===== config.mk =====
export PLATFORM = sky130hd
export DESIGN_NAME = utf8_printable_text_validator_unit
export DESIGN_NICKNAME = d
export VERILOG_FILES = /design/src/u8pv_pkg.sv /design/src/utf8_printable_text_validator_unit.sv
export SDC_FILE = /design/constraint.sdc
export NUM_CORES = 1
export LEC_CHECK = 0
export ABC_CLOCK_PERIOD_IN_PS = 5560
export BUFFER_PORTS_ARGS = -buffer_cell sky130_fd_sc_hd__buf_2
export CORE_MARGIN = 8
export CORE_UTILIZATION = 60
export DETAILED_ROUTE_END_ITERATION = 10
export PLACE_DENSITY = 0.88
export SKIP_CTS_REPAIR_TIMING = 1
export SLEW_MARGIN = 20
export SYNTH_ARGS = -nofsm -noshare
export SYNTH_HDL_FRONTEND = slang
export SYNTH_SLANG_ARGS = --single-unit

===== constraint.sdc =====
create_clock -name clk -period 5.56 [get_ports clk]
set_input_delay 0.278 -clock clk [delete_from_list [all_inputs] [get_ports clk]]
set_output_delay 0.278 -clock clk [all_outputs]
set_load 0.01 [all_outputs]

===== src/u8pv_pkg.sv =====
`default_nettype none

package u8pv_pkg;

    // sequence length class, selects the overlong bound
    typedef logic [1:0] len_class_t;
    localparam len_class_t CLS_ONE   = 2'd0;
    localparam len_class_t CLS_TWO   = 2'd1;
    localparam len_class_t CLS_THREE = 2'd2;
    localparam len_class_t CLS_FOUR  = 2'd3;

    typedef logic [1:0]  pend_t;
    typedef logic [20:0] code_point_t;

    localparam pend_t PEND_NONE  = 2'd0;
    localparam pend_t PEND_ONE   = 2'd1;
    localparam pend_t PEND_TWO   = 2'd2;
    localparam pend_t PEND_THREE = 2'd3;

    localparam logic [7:0] LEAD2_MASK  = 8'hE0;
    localparam logic [7:0] LEAD2_CODE  = 8'hC0;
    localparam logic [7:0] LEAD3_MASK  = 8'hF0;
    localparam logic [7:0] LEAD3_CODE  = 8'hE0;
    localparam logic [7:0] LEAD4_MASK  = 8'hF8;
    localparam logic [7:0] LEAD4_CODE  = 8'hF0;
    localparam logic [7:0] LEAD2_BITS  = 8'h1F;
    localparam logic [7:0] LEAD3_BITS  = 8'h0F;
    localparam logic [7:0] LEAD4_BITS  = 8'h07;
    localparam logic [7:0] CONT_MASK   = 8'hC0;
    localparam logic [7:0] CONT_CODE   = 8'h80;
    localparam logic [7:0] CONT_BITS   = 8'h3F;

    localparam code_point_t MIN_TWO    = 21'h00080;
    localparam code_point_t MIN_THREE  = 21'h00800;
    localparam code_point_t MIN_FOUR   = 21'h10000;
    localparam code_point_t SURR_LO    = 21'h0D800;
    localparam code_point_t SURR_HI    = 21'h0DFFF;
    localparam code_point_t CP_MAX     = 21'h10FFFF;
    localparam code_point_t CP_TAB     = 21'h00009;
    localparam code_point_t CP_LF      = 21'h0000A;
    localparam code_point_t CP_CR      = 21'h0000D;
    localparam code_point_t CP_SPACE   = 21'h00020;
    localparam code_point_t CP_DEL     = 21'h0007F;

    function automatic logic allowed_text(input code_point_t cp);
        return (cp == CP_TAB) || (cp == CP_LF) || (cp == CP_CR) ||
               ((cp >= CP_SPACE) && (cp != CP_DEL));
    endfunction

    function automatic logic finished_ok(input code_point_t cp, input len_class_t cls);
        code_point_t minimum;
        case (cls)
            CLS_TWO:   minimum = MIN_TWO;
            CLS_THREE: minimum = MIN_THREE;
            CLS_FOUR:  minimum = MIN_FOUR;
            default:   minimum = '0;
        endcase
        return (cp >= minimum) && !((cp >= SURR_LO) && (cp <= SURR_HI)) &&
               (cp <= CP_MAX) && allowed_text(cp);
    endfunction

endpackage

`default_nettype wire


===== src/utf8_printable_text_validator_unit.sv =====
`default_nettype none

// Streams a string in one byte per request (s_tlast on the final byte) and
// returns one verdict request per string: m_tdata[0] is 1 when the whole
// string is well-formed printable UTF-8 (tab, LF, CR or any code point from
// U+0020 up, except U+007F, surrogates, overlong forms and values above
// U+10FFFF). A cut-off multi-byte sequence at the end fails. A byte request
// is taken every cycle unless a final byte waits for room in the result
// register; each byte sits in the input register, then the decode updates
// the sequence state, and a final byte writes its verdict into the result
// register, which drives m_tvalid. Throughput is one byte per cycle while
// the result register has room; a held verdict on the output stalls the
// next final byte and whatever follows it, not the ordinary bytes ahead of it.
module utf8_printable_text_validator_unit
    import u8pv_pkg::*;
(
    input  wire logic       clk,
    input  wire logic       rst_n,
    input  wire logic       s_tvalid,
    output logic            s_tready,
    input  wire logic [7:0] s_tdata,   // [7:0] text_byte
    input  wire logic       s_tlast,   // final_byte
    output logic            m_tvalid,
    input  wire logic       m_tready,
    output logic [7:0]      m_tdata    // [0] printable, [7:1] zero
);

    // input register
    logic       in_valid_reg, in_valid_next;
    logic [7:0] byte_reg;
    logic       last_reg;

    // sequence state
    pend_t       pending_reg, pending_next;
    code_point_t partial_reg, partial_next;
    len_class_t  class_reg, class_next;
    logic        failed_reg, failed_next;

    // result register
    logic out_valid_reg, out_valid_next;
    logic printable_reg, printable_next;

    logic out_free;
    logic advance;

    // working values of the decode
    pend_t       pend_dec;
    code_point_t cp_shift;
    logic        fail_now;
    pend_t       pend_upd;
    code_point_t part_upd;
    len_class_t  class_upd;
    logic        failed_upd;

    assign out_free = !out_valid_reg || m_tready;
    // a final byte waits for room in the result register
    assign advance  = in_valid_reg && (!last_reg || out_free);
    assign s_tready = !in_valid_reg || advance;

    always_comb
    begin
        in_valid_next = in_valid_reg;
        if (s_tready)
        begin
            in_valid_next = s_tvalid;
        end
        else if (advance)
        begin
            in_valid_next = 1'b0;
        end
    end

    // byte decode and state update
    always_comb
    begin
        pend_dec  = pending_reg - PEND_ONE;
        cp_shift  = {partial_reg[14:0], byte_reg[5:0] & CONT_BITS[5:0]};
        fail_now  = 1'b0;
        pend_upd  = pending_reg;
        part_upd  = partial_reg;
        class_upd = class_reg;

        if (!failed_reg)
        begin
            if (pending_reg == PEND_NONE)
            begin
                if (!byte_reg[7])
                begin
                    fail_now = !allowed_text({13'b0, byte_reg});
                end
                else if ((byte_reg & LEAD2_MASK) == LEAD2_CODE)
                begin
                    part_upd  = {13'b0, byte_reg & LEAD2_BITS};
                    pend_upd  = PEND_ONE;
                    class_upd = CLS_TWO;
                end
                else if ((byte_reg & LEAD3_MASK) == LEAD3_CODE)
                begin
                    part_upd  = {13'b0, byte_reg & LEAD3_BITS};
                    pend_upd  = PEND_TWO;
                    class_upd = CLS_THREE;
                end
                else if ((byte_reg & LEAD4_MASK) == LEAD4_CODE)
                begin
                    part_upd  = {13'b0, byte_reg & LEAD4_BITS};
                    pend_upd  = PEND_THREE;
                    class_upd = CLS_FOUR;
                end
                else
                begin
                    fail_now = 1'b1;
                end
            end
            else if ((byte_reg & CONT_MASK) != CONT_CODE)
            begin
                fail_now = 1'b1;
            end
            else
            begin
                part_upd = cp_shift;
                pend_upd = pend_dec;
                fail_now = (pend_dec == PEND_NONE) && !finished_ok(cp_shift, class_reg);
            end
        end

        failed_upd = failed_reg || fail_now;
        if (fail_now)
        begin
            pend_upd = PEND_NONE;
        end
    end

    always_comb
    begin
        pending_next   = pending_reg;
        partial_next   = partial_reg;
        class_next     = class_reg;
        failed_next    = failed_reg;
        out_valid_next = out_valid_reg && !m_tready;
        printable_next = printable_reg;
        if (advance)
        begin
            if (last_reg)
            begin
                // verdict out, state back to its start
                out_valid_next = 1'b1;
                printable_next = !failed_upd && (pend_upd == PEND_NONE);
                pending_next   = PEND_NONE;
                partial_next   = '0;
                class_next     = CLS_ONE;
                failed_next    = 1'b0;
            end
            else
            begin
                pending_next = pend_upd;
                partial_next = part_upd;
                class_next   = class_upd;
                failed_next  = failed_upd;
            end
        end
    end

    always_ff @(posedge clk or negedge rst_n)
    begin
        if (!rst_n)
        begin
            in_valid_reg  <= 1'b0;
            pending_reg   <= PEND_NONE;
            partial_reg   <= '0;
            class_reg     <= CLS_ONE;
            failed_reg    <= 1'b0;
            out_valid_reg <= 1'b0;
        end
        else
        begin
            in_valid_reg  <= in_valid_next;
            pending_reg   <= pending_next;
            partial_reg   <= partial_next;
            class_reg     <= class_next;
            failed_reg    <= failed_next;
            out_valid_reg <= out_valid_next;
        end
    end

    // payload registers
    always_ff @(posedge clk)
    begin
        if (s_tready)
        begin
            byte_reg <= s_tdata;
            last_reg <= s_tlast;
        end
        printable_reg <= printable_next;
    end

    assign m_tvalid = out_valid_reg;
    assign m_tdata  = {7'b0, printable_reg};

    // a failure never leaves continuations pending
    a_fail_clears_pending: assert property (@(posedge clk) disable iff (!rst_n)
        failed_reg |-> (pending_reg == PEND_NONE))
        else $error("pending continuations while failed");

    // a final byte always produces a verdict
    a_final_gives_result: assert property (@(posedge clk) disable iff (!rst_n)
        (advance && last_reg) |=> out_valid_reg)
        else $error("final byte without verdict");

    // state is back at reset after a final byte
    a_final_resets_state: assert property (@(posedge clk) disable iff (!rst_n)
        (advance && last_reg) |=> (!failed_reg && (pending_reg == PEND_NONE)
                                   && (partial_reg == '0)))
        else $error("state not cleared after final byte");

endmodule

`default_nettype wire


==> out/qor.csv <==
metric;value;unit
total routed wirelength;3450;um
CTS Root Buffer Type;sky130_fd_sc_hd__clkbuf_4;
initial core utilization;60.6;%
Final period util;38.7;%
count of antenna diodes in the layout;0;
Placed Instances;233;
Max clock buf depth;2;
worst hold stages;1;
peak clock frequency supported by timing;0.464;GHz
# rows;20;
async set-or-reset flop fraction in the synthesized netlist;68.8;%
die height;70.6;um
endpoint of the worst register-to-register path;printable_reg;
reg2reg setup slack;3.41;ns
TritonCTS clock tree;yes;
startpoint kind of the worst setup timing path;flop;
portion of total power attributed to sequential cells;57.2;%
antenna violations before repair;0;
post-synth design cell area;1790;sq um
global-route congestion overflow total;0;
required arrival time at the worst endpoint;5.75;ns
clock skew;0.0143;ns
Unique masters post-synth;44;
number of register bits inferred by synthesis;32;
final core utilization;64.8;%
total number of nets in the final design;226;
Skew-Pair Late Insertion Delay;0.33;ns
number of buffers inserted during clock tree synthesis;5;
peak ir drop on the vdd network;0.184;mV
aggregate global-route resource usage;15.1;%
run status;complete, no violations;
destination of the worst hold path;byte_reg[4];
Primary FF master, synth;sky130_fd_sc_hd__dfrtp_1;
mean cell area of the mapped netlist;9.23;sq um
Post-Syn Instances;194;
number of synthesized flops with an enable pin;10;
non-filler cells in the finished layout;242;
total power;0.000502;W
number of top-level pins;23;
post-route setup TNS;0;ns
drt first pass iters;4;
count of input and output buffers;15;
clock input transition at the sequential cells of the worst setup and hold paths;0.10;ns
path type of the worst setup path;flop to flop;
Area growth, synth to finish;6.92;%
final standard cell area without fillers;1910;sq um
via/cell ratio;5.99;
max_slew headroom;55.7;%
Largest register FFs;15;
floorplan core area;2950;sq um
part of the power in the clock network;24.4;%
Layout fillers;239;
number of DRC markers after the initial detailed-route iteration;83;
power density of the placed cells;262;nW/um^2
portion of the post-synthesis area used by sequential elements;47.5;%
pin count of the biggest net entering global routing;31;
area of the die;4990;sq um
layout cell share with drive strength beyond 1;13.4;%
number of warnings reported in the yosys synthesis log;0;
Placed Area;1850;sq um
crit path capture type;flop;
Worst Reg2Reg Path Length in Cells;8;
number of H-tree branching levels;2;
relative contribution of combinational cells to total power;18.4;%
unrepaired setup endpoints after global routing;no;
final critical path time including I/O delays and setup;2.15;ns
Worst-Margin Slew;0.662;ns
static leakage;0.796;nW
worst hold path class;primary input to flop;
DRT antenna net count;0;
number of hold-slack violations in the final timing report;0;
Switching Share;30.2;%
via count of the first global-routing pass;1414;
DRC violations left;0;
average wire length per cell after detail routing;14.2;um
total via count in the routed design;1449;
Sink Count;32;
max-slew violation total from the final report;0;
switching pwr;0.000152;W
first-pass GRT wire length;6100;um
number of failing setup endpoints in the final timing report;0;
critical register-to-register path startpoint;pending_reg[0];
Die W;70.6;um
number of violations of the max-capacitance limit;0;
Worst Path Arrival;2.34;ns
startpoint of the tightest hold check path;s_tdata[4];
placed wire-length estimate;2550;um
CP Max Fanout;13;
Internal Pwr Total;0.000350;W
final weighted congestion in routability-driven placement;0.932;
[how the worst max path moves through the flow]
stage,depth (start not counted),end,slack (ns),start
final,8,printable_reg,3.41,pending_reg[0]
after global placement,7,partial_reg[4],3.32,pending_reg[0]
after global routing,8,printable_reg,3.24,pending_reg[0]
after detailed placement,6,partial_reg[9],3.23,pending_reg[0]
after floorplan,6,printable_reg,3.69,partial_reg[13]
after CTS,6,partial_reg[9],3.21,pending_reg[0]
[critical path, cell delays in order, from the launching register on]
cell	delay (ns)
sky130_fd_sc_hd__dfrtp_1	0.42
sky130_fd_sc_hd__inv_1	0.08
sky130_fd_sc_hd__ha_1	0.34
sky130_fd_sc_hd__nor2_1	0.19
sky130_fd_sc_hd__nand2_1	0.12
sky130_fd_sc_hd__a2111oi_2	0.39
sky130_fd_sc_hd__o211ai_2	0.18
sky130_fd_sc_hd__nand2_1	0.11
sky130_fd_sc_hd__and4b_1	0.18
[cells in the final DEF (no fill, tap or decap), drive strengths merged, types with 2 or more instances in the layout]
cell type / count
o22ai: 2
nand2b: 6
or4: 2
ha: 5
clkbuf: 7
and3: 3
nor2: 9
nand2: 36
and2: 2
nor4: 5
nand4b: 2
o211ai: 2
o21ai: 23
a21oi: 8
and4b: 2
buf: 15
dfrtp: 22
conb: 7
edfxtp: 10
nand3b: 4
nand3: 4
o41ai: 2
nand4: 3
nor3: 3
inv: 7
nand4bb: 2
o21a: 2
[layout make-up]
class	instances	area [sq um]	area share, %
Multi-Input combinational cell	146	861	45.0
Sequential cell	32	851	44.4
Timing Repair Buffer	16	85.1	4.44
Clock buffer	7	45.0	2.35
Tap cell	33	41.3	2.16
Inverter	7	26.3	1.37
Clock inverter	1	5.00	0.261
[kinds of logic after synthesis]
family / synth area share [%]
buffers and inverters: 6.29
AND/OR/NAND/NOR: 25.8
AO/OA/AOI/OAI: 16.7
flip-flops: 47.5
other: 0.209
adder cells (fa/ha/maj): 3.49
[through the flow]
| stage | setup WS, ns | hold slack (ns) |
|---|---|---|
| floorplan | 3.69 | -0.0176 |
| finish | 3.41 | 0.119 |
| detailed placement | 3.23 | 0.284 |
| global route | 3.24 | 0.0968 |
| CTS | 3.21 | -0.0870 |
| global placement | 3.32 | 0.276 |
[power by group through the flow]
stage / sequential, W / combinational [W] / clock [W]
after CTS: 0.000286 / 0.0000909 / 0.000128
after global routing: 0.000291 / 0.000106 / 0.000136
after detailed placement: 0.000291 / 0.0000906 / 0
after global placement: 0.000291 / 0.0000886 / 0
after floorplan: 0.000282 / 0.0000767 / 0
final: 0.000287 / 0.0000924 / 0.000123
[synthesized netlist by cell type, types with 2 or more instances]
cell type,number,area [sq um]
sky130_fd_sc_hd__nor2_1,9,33.8
sky130_fd_sc_hd__and4b_1,2,20.0
sky130_fd_sc_hd__o22ai_1,2,12.5
sky130_fd_sc_hd__o21a_1,2,15.0
sky130_fd_sc_hd__inv_1,7,26.3
sky130_fd_sc_hd__o21ai_0,3,15.0
sky130_fd_sc_hd__dfrtp_1,22,551
sky130_fd_sc_hd__o21ai_1,20,100
sky130_fd_sc_hd__edfxtp_1,10,300
sky130_fd_sc_hd__nand3_1,4,20.0
sky130_fd_sc_hd__nand3b_1,4,30.0
sky130_fd_sc_hd__nand4bb_1,2,22.5
sky130_fd_sc_hd__ha_1,5,62.6
sky130_fd_sc_hd__nor4_1,5,31.3
sky130_fd_sc_hd__nor3_1,3,15.0
sky130_fd_sc_hd__and2_1,2,12.5
sky130_fd_sc_hd__nand4_1,3,18.8
sky130_fd_sc_hd__and3_1,2,12.5
sky130_fd_sc_hd__nand2b_1,6,37.5
sky130_fd_sc_hd__nand2_1,36,135
sky130_fd_sc_hd__o41ai_1,2,17.5
sky130_fd_sc_hd__clkbuf_1,7,26.3
sky130_fd_sc_hd__buf_4,8,60.1
sky130_fd_sc_hd__nand4b_1,2,17.5
sky130_fd_sc_hd__a21oi_1,7,35.0
[routing by layer]
layer,wire length (um),GRT usage (%),share of wire (%)
met5,0,0,0
met4,42,8.31,1.2
met3,236,4.52,6.8
met2,1680,24.4,49
met1,1490,17.5,43
Power figures use the tool's default switching activity.
